## src/design/clns_pkg.sv

```systemverilog
// Shared types, controller codes and init sequence table for the LCD nibble sequencer.
`timescale 1ns / 1ps
`default_nettype none
package clns_pkg;

  // Request codes on in_req_type
  typedef enum logic [1:0] {
    REQ_INIT  = 2'd0,
    REQ_CMD   = 2'd1,
    REQ_DATA  = 2'd2,
    REQ_LIGHT = 2'd3
  } req_code_t;

  // Configuration register indexes
  localparam logic CFG_FONT_5X10 = 1'b0;
  localparam logic CFG_TWO_LINES = 1'b1;

  // Controller command codes
  localparam logic [7:0] CMD_CLEAR    = 8'h01;
  localparam logic [7:0] CMD_DISPLAY  = 8'h08;
  localparam logic [7:0] CMD_DISP_ALL = 8'h0F; // display on, cursor, blink
  localparam logic [7:0] CMD_FUNC     = 8'h20;
  localparam logic [7:0] CMD_FUNC_DL  = 8'h30; // function set, 8-bit bus

  // Hold times in microseconds
  localparam int HOLD_W = 14;
  localparam logic [HOLD_W-1:0] HOLD_NONE   = 14'd0;
  localparam logic [HOLD_W-1:0] HOLD_PULSE  = 14'd1;
  localparam logic [HOLD_W-1:0] HOLD_EXEC   = HOLD_W'(1 + 39);
  localparam logic [HOLD_W-1:0] HOLD_CLEAR  = HOLD_W'(1 + 39 + 1530);
  localparam logic [HOLD_W-1:0] HOLD_BOOT   = HOLD_W'(15000);
  localparam logic [HOLD_W-1:0] HOLD_RESET2 = HOLD_W'(1 + 4100);
  localparam logic [HOLD_W-1:0] HOLD_RESET3 = HOLD_W'(1 + 61);

  localparam logic [4:0] INIT_LAST_STEP = 5'd24;
  localparam logic [4:0] BYTE_LAST_STEP = 5'd3;

  typedef enum logic [1:0] {
    OP_INIT,
    OP_BYTE,
    OP_LIGHT
  } op_kind_t;

  // Classified request, as queued between front and back
  typedef struct packed {
    op_kind_t   kind;
    logic       rs;
    logic [7:0] byte_val;
    logic       clear;
    logic       light;
    logic [3:0] fs_low;  // low nibble of function set: N, F, 0, 0
  } op_t;

  typedef struct packed {
    logic [3:0]        nib;
    logic              en;
    logic [HOLD_W-1:0] hold;
  } pin_state_t;

  // Nibble states of the init run, steps 1..24 (step 0 is the backlight state)
  function automatic pin_state_t init_state(input logic [4:0] step, input logic [3:0] fs_low);
    pin_state_t ps;
    ps.en   = step[0];
    ps.hold = HOLD_PULSE;
    ps.nib  = 4'h0;
    case (step)
      5'd1, 5'd3, 5'd5: ps.nib = CMD_FUNC_DL[7:4];
      5'd2:             begin ps.nib = CMD_FUNC_DL[7:4]; ps.hold = HOLD_RESET2; end
      5'd4:             begin ps.nib = CMD_FUNC_DL[7:4]; ps.hold = HOLD_RESET3; end
      5'd6:             ps.nib = CMD_FUNC_DL[7:4];
      5'd7, 5'd8:       ps.nib = CMD_FUNC[7:4];
      5'd9, 5'd10:      ps.nib = CMD_FUNC[7:4];
      5'd11:            ps.nib = fs_low;
      5'd12:            begin ps.nib = fs_low; ps.hold = HOLD_EXEC; end
      5'd13, 5'd14:     ps.nib = CMD_DISPLAY[7:4];
      5'd15:            ps.nib = CMD_DISPLAY[3:0];
      5'd16:            begin ps.nib = CMD_DISPLAY[3:0]; ps.hold = HOLD_EXEC; end
      5'd17, 5'd18:     ps.nib = CMD_CLEAR[7:4];
      5'd19:            ps.nib = CMD_CLEAR[3:0];
      5'd20:            begin ps.nib = CMD_CLEAR[3:0]; ps.hold = HOLD_CLEAR; end
      5'd21, 5'd22:     ps.nib = CMD_DISP_ALL[7:4];
      5'd23:            ps.nib = CMD_DISP_ALL[3:0];
      5'd24:            begin ps.nib = CMD_DISP_ALL[3:0]; ps.hold = HOLD_EXEC; end
      default:          ps.hold = HOLD_NONE;
    endcase
    return ps;
  endfunction

endpackage
`default_nettype wire

```

## src/design/clns_front.sv

```systemverilog
// Front end: accepts requests, holds the font and line registers, classifies requests.
`timescale 1ns / 1ps
`default_nettype none
module clns_front (
  input  wire logic         clk,
  input  wire logic         rst_n,
  input  wire logic         in_valid,
  output logic              in_ready,
  input  wire logic [1:0]   in_req_type,
  input  wire logic [7:0]   in_value,
  input  wire logic         cfg_valid,
  output logic              cfg_ready,
  input  wire logic         cfg_index,
  input  wire logic         cfg_data,
  input  wire logic         q_full,
  output logic              q_push,
  output clns_pkg::op_t     q_op
);
  import clns_pkg::*;

  logic font_5x10_r, two_lines_r;

  assign cfg_ready = 1'b1;
  assign in_ready  = !q_full;
  assign q_push    = in_valid && !q_full;

  always_ff @(posedge clk) begin
    if (!rst_n) begin
      font_5x10_r <= 1'b0;
      two_lines_r <= 1'b0;
    end else if (cfg_valid) begin
      unique case (cfg_index)
        CFG_FONT_5X10: font_5x10_r <= cfg_data;
        CFG_TWO_LINES: two_lines_r <= cfg_data;
        default: ;
      endcase
    end
  end

  always_comb begin
    q_op          = '0;
    q_op.byte_val = in_value;
    q_op.light    = in_value[0];
    q_op.fs_low   = {two_lines_r, font_5x10_r, 2'b00};
    unique case (in_req_type)
      REQ_INIT:  q_op.kind = OP_INIT;
      REQ_CMD: begin
        q_op.kind  = OP_BYTE;
        q_op.clear = (in_value == CMD_CLEAR);
      end
      REQ_DATA: begin
        q_op.kind = OP_BYTE;
        q_op.rs   = 1'b1;
      end
      REQ_LIGHT: q_op.kind = OP_LIGHT;
      default:   q_op.kind = OP_LIGHT;
    endcase
  end

endmodule
`default_nettype wire

```

## src/design/clns_fifo.sv

```systemverilog
// Two-entry queue of classified requests between front and back.
`timescale 1ns / 1ps
`default_nettype none
module clns_fifo (
  input  wire logic     clk,
  input  wire logic     rst_n,
  input  wire logic     push,
  input  wire clns_pkg::op_t push_op,
  output logic          full,
  input  wire logic     pop,
  output clns_pkg::op_t pop_op,
  output logic          empty
);
  import clns_pkg::*;

  op_t        mem [2];
  logic       wr_ptr_r, rd_ptr_r;
  logic [1:0] count_r;

  assign full   = (count_r == 2'd2);
  assign empty  = (count_r == 2'd0);
  assign pop_op = mem[rd_ptr_r];

  always_ff @(posedge clk) begin
    if (push) mem[wr_ptr_r] <= push_op;
  end

  always_ff @(posedge clk) begin
    if (!rst_n) begin
      wr_ptr_r <= 1'b0;
      rd_ptr_r <= 1'b0;
      count_r  <= 2'd0;
    end else begin
      if (push) wr_ptr_r <= !wr_ptr_r;
      if (pop)  rd_ptr_r <= !rd_ptr_r;
      case ({push, pop})
        2'b10:   count_r <= count_r + 2'd1;
        2'b01:   count_r <= count_r - 2'd1;
        default: count_r <= count_r;
      endcase
    end
  end

endmodule
`default_nettype wire

```

## src/design/clns_back.sv

```systemverilog
// Back end: steps through the pin states of one request into the output register.
`timescale 1ns / 1ps
`default_nettype none
module clns_back (
  input  wire logic         clk,
  input  wire logic         rst_n,
  input  wire logic         q_empty,
  input  wire clns_pkg::op_t q_op,
  output logic              q_pop,
  output logic              out_valid,
  input  wire logic         out_ready,
  output logic              out_reg_select,
  output logic [3:0]        out_nibble,
  output logic              out_enable,
  output logic              out_backlight,
  output logic [13:0]       out_hold_us,
  output logic              out_last
);
  import clns_pkg::*;

  typedef enum logic {ST_IDLE, ST_RUN} state_t;

  state_t            state_r, state_nxt;
  op_t               op_r, op_nxt;
  logic [4:0]        step_r, step_nxt;
  logic              rs_level_r, rs_level_nxt;
  logic [3:0]        nib_level_r, nib_level_nxt;
  logic              bl_level_r, bl_level_nxt;
  logic              out_valid_r, out_valid_nxt;
  logic              out_rs_r, out_rs_nxt;
  logic [3:0]        out_nib_r, out_nib_nxt;
  logic              out_en_r, out_en_nxt;
  logic              out_bl_r, out_bl_nxt;
  logic [HOLD_W-1:0] out_hold_r, out_hold_nxt;
  logic              out_last_r, out_last_nxt;

  pin_state_t ps;
  logic       light_state, last_state, advance;

  assign q_pop   = (state_r == ST_IDLE) && !q_empty;
  assign advance = (state_r == ST_RUN) && (!out_valid_r || out_ready);

  // Pin state for the current step
  always_comb begin
    ps          = '0;
    light_state = 1'b0;
    last_state  = 1'b0;
    unique case (op_r.kind)
      OP_INIT: begin
        ps          = init_state(step_r, op_r.fs_low);
        light_state = (step_r == 5'd0);
        if (light_state) ps.hold = HOLD_BOOT;
        last_state  = (step_r == INIT_LAST_STEP);
      end
      OP_BYTE: begin
        ps.nib     = step_r[1] ? op_r.byte_val[3:0] : op_r.byte_val[7:4];
        ps.en      = !step_r[0];
        last_state = (step_r == BYTE_LAST_STEP);
        ps.hold    = last_state ? (op_r.clear ? HOLD_CLEAR : HOLD_EXEC) : HOLD_PULSE;
      end
      OP_LIGHT: begin
        light_state = 1'b1;
        last_state  = 1'b1;
        ps.hold     = HOLD_NONE;
      end
      default: begin
        light_state = 1'b1;
        last_state  = 1'b1;
      end
    endcase
  end

  always_comb begin
    state_nxt     = state_r;
    op_nxt        = op_r;
    step_nxt      = step_r;
    rs_level_nxt  = rs_level_r;
    nib_level_nxt = nib_level_r;
    bl_level_nxt  = bl_level_r;
    out_valid_nxt = out_valid_r && !out_ready;
    out_rs_nxt    = out_rs_r;
    out_nib_nxt   = out_nib_r;
    out_en_nxt    = out_en_r;
    out_bl_nxt    = out_bl_r;
    out_hold_nxt  = out_hold_r;
    out_last_nxt  = out_last_r;
    unique case (state_r)
      ST_IDLE: begin
        if (q_pop) begin
          op_nxt    = q_op;
          step_nxt  = 5'd0;
          state_nxt = ST_RUN;
        end
      end
      ST_RUN: begin
        if (advance) begin
          out_valid_nxt = 1'b1;
          out_en_nxt    = ps.en;
          out_hold_nxt  = ps.hold;
          out_last_nxt  = last_state;
          if (light_state) begin
            out_rs_nxt   = rs_level_r;
            out_nib_nxt  = nib_level_r;
            out_bl_nxt   = op_r.light;
            bl_level_nxt = op_r.light;
          end else begin
            out_rs_nxt    = op_r.rs;
            out_nib_nxt   = ps.nib;
            out_bl_nxt    = bl_level_r;
            rs_level_nxt  = op_r.rs;
            nib_level_nxt = ps.nib;
          end
          step_nxt = step_r + 5'd1;
          if (last_state) state_nxt = ST_IDLE;
        end
      end
      default: state_nxt = ST_IDLE;
    endcase
  end

  always_ff @(posedge clk) begin
    if (!rst_n) begin
      state_r     <= ST_IDLE;
      out_valid_r <= 1'b0;
      rs_level_r  <= 1'b0;
      nib_level_r <= 4'h0;
      bl_level_r  <= 1'b0;
    end else begin
      state_r     <= state_nxt;
      out_valid_r <= out_valid_nxt;
      rs_level_r  <= rs_level_nxt;
      nib_level_r <= nib_level_nxt;
      bl_level_r  <= bl_level_nxt;
      op_r        <= op_nxt;
      step_r      <= step_nxt;
      out_rs_r    <= out_rs_nxt;
      out_nib_r   <= out_nib_nxt;
      out_en_r    <= out_en_nxt;
      out_bl_r    <= out_bl_nxt;
      out_hold_r  <= out_hold_nxt;
      out_last_r  <= out_last_nxt;
    end
  end

  assign out_valid      = out_valid_r;
  assign out_reg_select = out_rs_r;
  assign out_nibble     = out_nib_r;
  assign out_enable     = out_en_r;
  assign out_backlight  = out_bl_r;
  assign out_hold_us    = out_hold_r;
  assign out_last       = out_last_r;

endmodule
`default_nettype wire

```

## src/design/char_lcd_nibble_sequencer_core.sv

```systemverilog
// Top level of the character LCD nibble sequencer (4-bit bus controller driver).
//
//   channel  direction  handshake              payload
//   in_      input      in_valid / in_ready    in_req_type[1:0], in_value[7:0]
//   out_     output     out_valid / out_ready  out_reg_select, out_nibble[3:0],
//                                              out_enable, out_backlight,
//                                              out_hold_us[13:0], out_last
//   cfg_     input      cfg_valid / cfg_ready  cfg_index, cfg_data
//
// Sequencing: the back-end sequencer issues one pin state per cycle while
//   out_ready stays high, and after the last pin state of each request it
//   returns to its idle state to load the next request from the queue.
// Reset: synchronous, active low; clears config, queue, sequencer and pin levels.
// Stalls: the two-entry request queue lets in_ requests land while out_ stalls;
//   in_ready drops only when the queue is full. cfg_ready is always high.
`timescale 1ns / 1ps
`default_nettype none
module char_lcd_nibble_sequencer_core (
  input  wire logic        clk,
  input  wire logic        rst_n,
  input  wire logic        in_valid,
  output logic             in_ready,
  input  wire logic [1:0]  in_req_type,
  input  wire logic [7:0]  in_value,
  output logic             out_valid,
  input  wire logic        out_ready,
  output logic             out_reg_select,
  output logic [3:0]       out_nibble,
  output logic             out_enable,
  output logic             out_backlight,
  output logic [13:0]      out_hold_us,
  output logic             out_last,
  input  wire logic        cfg_valid,
  output logic             cfg_ready,
  input  wire logic        cfg_index,
  input  wire logic        cfg_data
);
  import clns_pkg::*;

  // Classified requests travel front -> queue -> back
  op_t  push_op, pop_op;
  logic push, pop, q_full, q_empty;

  clns_front u_front (
    .clk         (clk),
    .rst_n       (rst_n),
    .in_valid    (in_valid),
    .in_ready    (in_ready),
    .in_req_type (in_req_type),
    .in_value    (in_value),
    .cfg_valid   (cfg_valid),
    .cfg_ready   (cfg_ready),
    .cfg_index   (cfg_index),
    .cfg_data    (cfg_data),
    .q_full      (q_full),
    .q_push      (push),
    .q_op        (push_op)
  );

  clns_fifo u_fifo (
    .clk     (clk),
    .rst_n   (rst_n),
    .push    (push),
    .push_op (push_op),
    .full    (q_full),
    .pop     (pop),
    .pop_op  (pop_op),
    .empty   (q_empty)
  );

  // Back end owns the pin levels and the output register
  clns_back u_back (
    .clk            (clk),
    .rst_n          (rst_n),
    .q_empty        (q_empty),
    .q_op           (pop_op),
    .q_pop          (pop),
    .out_valid      (out_valid),
    .out_ready      (out_ready),
    .out_reg_select (out_reg_select),
    .out_nibble     (out_nibble),
    .out_enable     (out_enable),
    .out_backlight  (out_backlight),
    .out_hold_us    (out_hold_us),
    .out_last       (out_last)
  );

endmodule
`default_nettype wire

```

## config.mk

```make
export PLATFORM = sky130hd
export DESIGN_NAME = char_lcd_nibble_sequencer_core
export DESIGN_NICKNAME = d
export VERILOG_FILES = /design/src/design/clns_pkg.sv /design/src/design/clns_front.sv /design/src/design/clns_fifo.sv /design/src/design/clns_back.sv /design/src/design/char_lcd_nibble_sequencer_core.sv
export SDC_FILE = /design/constraint.sdc
export NUM_CORES = 1
export LEC_CHECK = 0
export BUFFER_PORTS_ARGS = -buffer_cell sky130_fd_sc_hd__buf_2
export CELL_PAD_IN_SITES_DETAIL_PLACEMENT = 0
export CELL_PAD_IN_SITES_GLOBAL_PLACEMENT = 1
export CORE_ASPECT_RATIO = 1.25
export CORE_MARGIN = 2
export CORE_UTILIZATION = 40
export DETAILED_ROUTE_END_ITERATION = 6
export PLACE_DENSITY = 0.71
export SLEW_MARGIN = 20
export SYNTH_ARGS = -nofsm -noshare
export SYNTH_HDL_FRONTEND = slang
export SYNTH_HIERARCHICAL = 1
export SYNTH_SLANG_ARGS = --single-unit
```

## constraint.sdc

```tcl
create_clock -name clk -period 3.55 [get_ports clk]
set_clock_uncertainty 0.2 [all_clocks]
set_input_delay 0.355 -clock clk [delete_from_list [all_inputs] [get_ports clk]]
set_output_delay 0.355 -clock clk [all_outputs]
set_load 0.01 [all_outputs]
```

==> results.ini <==
[sta]
rsz0062_at_grt=no
slew_viol_final=0
slew_headroom_pct=46.8
finalCritPeriodShare_pct=73.9
worst_slew_pin_slew_ns=0.799
fin_setup_tns_ns=0
fmax_ghz=0.381
min_period_ns=2.62
hold_violations=0
whs_ns=0.0127
setup_viol=0

[finish]
nNetsFinal=356
drive_gt1_share_pct=25.1
antennaDiodeCount=0
areaGrowthSynthToFinish_pct=11.5
utilization_pct=45.2
final_cells=464
fill_cells=922

[worst_hold_path]
hold_depth=1
hold_class=input pin to register
min_from=in_value[6]

[clocking]
worstSkewPairLatency_ns=0.34
cts_tree=yes
cts_root_buf=clkbuf_16
post_cts_buffers=0
cts_buffers=9
hold_buffers=0
cts_resized=0
clkSlewWorstSetupHoldPaths_ns=0.07
htree_num_levels=3
clkSinkCount=89
cts_max_path_buffers=2

[logic_synthesis]
synth_area_per_cell_um2=13.1
ys_seq_area_share_pct=62.5
ys_types=55
synth_edf_count=74
synth_cells=307
syn-cell-area_um2=4040
synth-seq-cells=89
synthFlopType=edfxtp_1
async_reset_ff_share_pct=0
yosysWarningCount=6

[place]
dp.cells=448
gp_congestion=0.856
dp_hpwl_um=4900
port_buffers=38

[floorplanning]
start_util_pct=40.6
io_pins=42
dieHeight_um=116
num_rows=41
die_w_um=93.9
coreArea_um2=9950
dieArea_um2=10900

[power_and_ir_drop]
p_per_area_nw_per_um2=729
leakage_nw=1.63
vdd_ir_drop_max_mv=0.309

[route]
drt_iter0_drc=121
drt-total-wl_um=6920
drcViolationCount=0
ant_nets=0
via_count=2335
first_pass_iters=4
avgRoutedWirePerCell_um=14.9
vias_per_cell=5.03

[worst_setup_path]
cp-start-kind=register
path_max_fanout=11
cp_data_required_time_ns=3.63
crit_start=u_back/step_r[1]
worstReg2RegStart=u_back/step_r[1]
cp-end-kind=register
critical_path_class=register to register
critPathArrivalTime_ns=2.70
r2r_cells=7

[global_routing]
grt_pass1_vias=2256
grt_pass1_wl_um=11100
grt_usage_pct=13.5
antenna_found_initial=0
grt_max_degree=25
grt_overflow=0

[status]
status=completed

[run]
maxCapViolations=0

-- kinds of logic (layout without fill, tap and decap cells) --
| logic type | count (synthesis) | in the layout | share of synthesized area, % |
|---|---|---|---|
| simple gates | 79 | 79 | 10.8 |
| xor+xnor | 6 | 6 | 1.30 |
| flops | 89 | 89 | 62.5 |
| buf+inv | 43 | 69 | 6.17 |
| other cells | 3 | 5 | 0.279 |
| compound gates | 53 | 53 | 9.33 |
| mux | 25 | 25 | 6.82 |
| fa+ha+maj | 9 | 9 | 2.79 |
-- cell type report --
cell class,instances,area [um2],share of cell area [%]
Clock buffer,9,225,5.00
Timing Repair Buffer,41,213,4.72
Multi-Input combinational cell,177,1280,28.4
Sequential cell,89,2520,56.0
Clock inverter,7,57.6,1.28
Tap cell,129,161,3.59
Inverter,12,45.0,1.00
-- layout by cell type, fill, tap and decap left out, drive strengths merged, types with 2 or more instances in the layout --
cell	count
nor4	2
and2b	2
or2	4
a21boi	3
edfxtp	74
xnor2	3
o22a	3
nand3b	2
a211oi	3
ha	9
and2	7
xor2	3
nand2	14
o221a	2
clkbuf	9
nor2b	9
nand2b	5
nor2	15
a21oi	14
buf	41
o21a	4
or3	2
a2111oi	3
o21ai	10
mux2i	5
o21bai	2
o31ai	2
nand3	4
and3b	3
nor3	6
dfxtp	15
nor4b	2
inv	17
conb	5
mux2	20
-- flip-flops by register name, summed over array words and instances (netlist names), 2 cells and up, named ones only --
| name | flops |
|---|---|
| u_back/nib_level_r | 4 |
| u_back/op_r | 17 |
| u_back/out_hold_us | 10 |
| u_back/out_nibble | 4 |
| u_back/step_r | 5 |
| u_fifo/count_r | 2 |
| u_fifo/mem | 34 |
-- layer usage --
metal / GRT usage (%) / wire [um] / vias to the layer above
met5: 0 / 0 / -
met4: 7.25 / 174 / 0
met3: 3.16 / 255 / 13
met2: 23.7 / 3580 / 58
met1: 15.1 / 2910 / 1114
li1: - / - / 1150
-- synth_stat cells (3+ instances only) --
library cell / count / area, um2
buf_4: 19 / 143
conb_1: 3 / 11.3
inv_1: 12 / 45.0
a21oi_1: 13 / 65.1
clkbuf_1: 3 / 11.3
edfxtp_1: 74 / 2220
nand3_1: 4 / 20.0
xor2_1: 3 / 26.3
a211oi_1: 3 / 22.5
and3b_1: 3 / 26.3
dfxtp_1: 15 / 300
nor2b_1: 9 / 56.3
xnor2_1: 3 / 26.3
mux2i_1: 5 / 50.1
ha_1: 9 / 113
mux2_2: 20 / 225
nand2_1: 14 / 52.6
o22a_1: 3 / 26.3
nand2b_1: 5 / 31.3
and2_1: 6 / 37.5
nor2_1: 15 / 56.3
o21ai_0: 10 / 50.1
buf_2: 7 / 35.0
o21a_1: 4 / 30.0
nor3_1: 6 / 30.0
-- power by group --
group          total (mW)  internal (mW)  switching, mW
Sequential           1.58           1.39          0.189
Combinational       0.796          0.369          0.427
Clock               0.906          0.487          0.419
-- per-stage QoR --
step,power [mW],setup WS [ns],instance area [um2]
after floorplan,2.20,0.974,4040
after global routing,3.46,0.682,4500
after CTS,3.32,0.928,4500
after detailed placement,2.41,0.942,4220
final,3.28,0.928,4500
after global placement,2.39,1.00,4220
-- worst max-delay path, cell delays in order, from the launching register on --
cell and delay [ns]:
edfxtp_1 0.56, inv_1 0.11, ha_1 0.33, nor2b_1 0.22
a21oi_2 0.40, nor2_1 0.07, a2111oi_1 0.41, o221a_1 0.25
-- worst paths after layout --
path / endpoint / slack, ns
worst max-delay path: u_back/nib_level_r[0] / 0.93
worst min-delay path: u_fifo/mem[1][12] / 0.01
worst max register to register: u_back/nib_level_r[0] / 0.93
worst min register to register: u_fifo/mem[1][2] / 0.26
No activity file was read; power rests on OpenSTA's default activity.
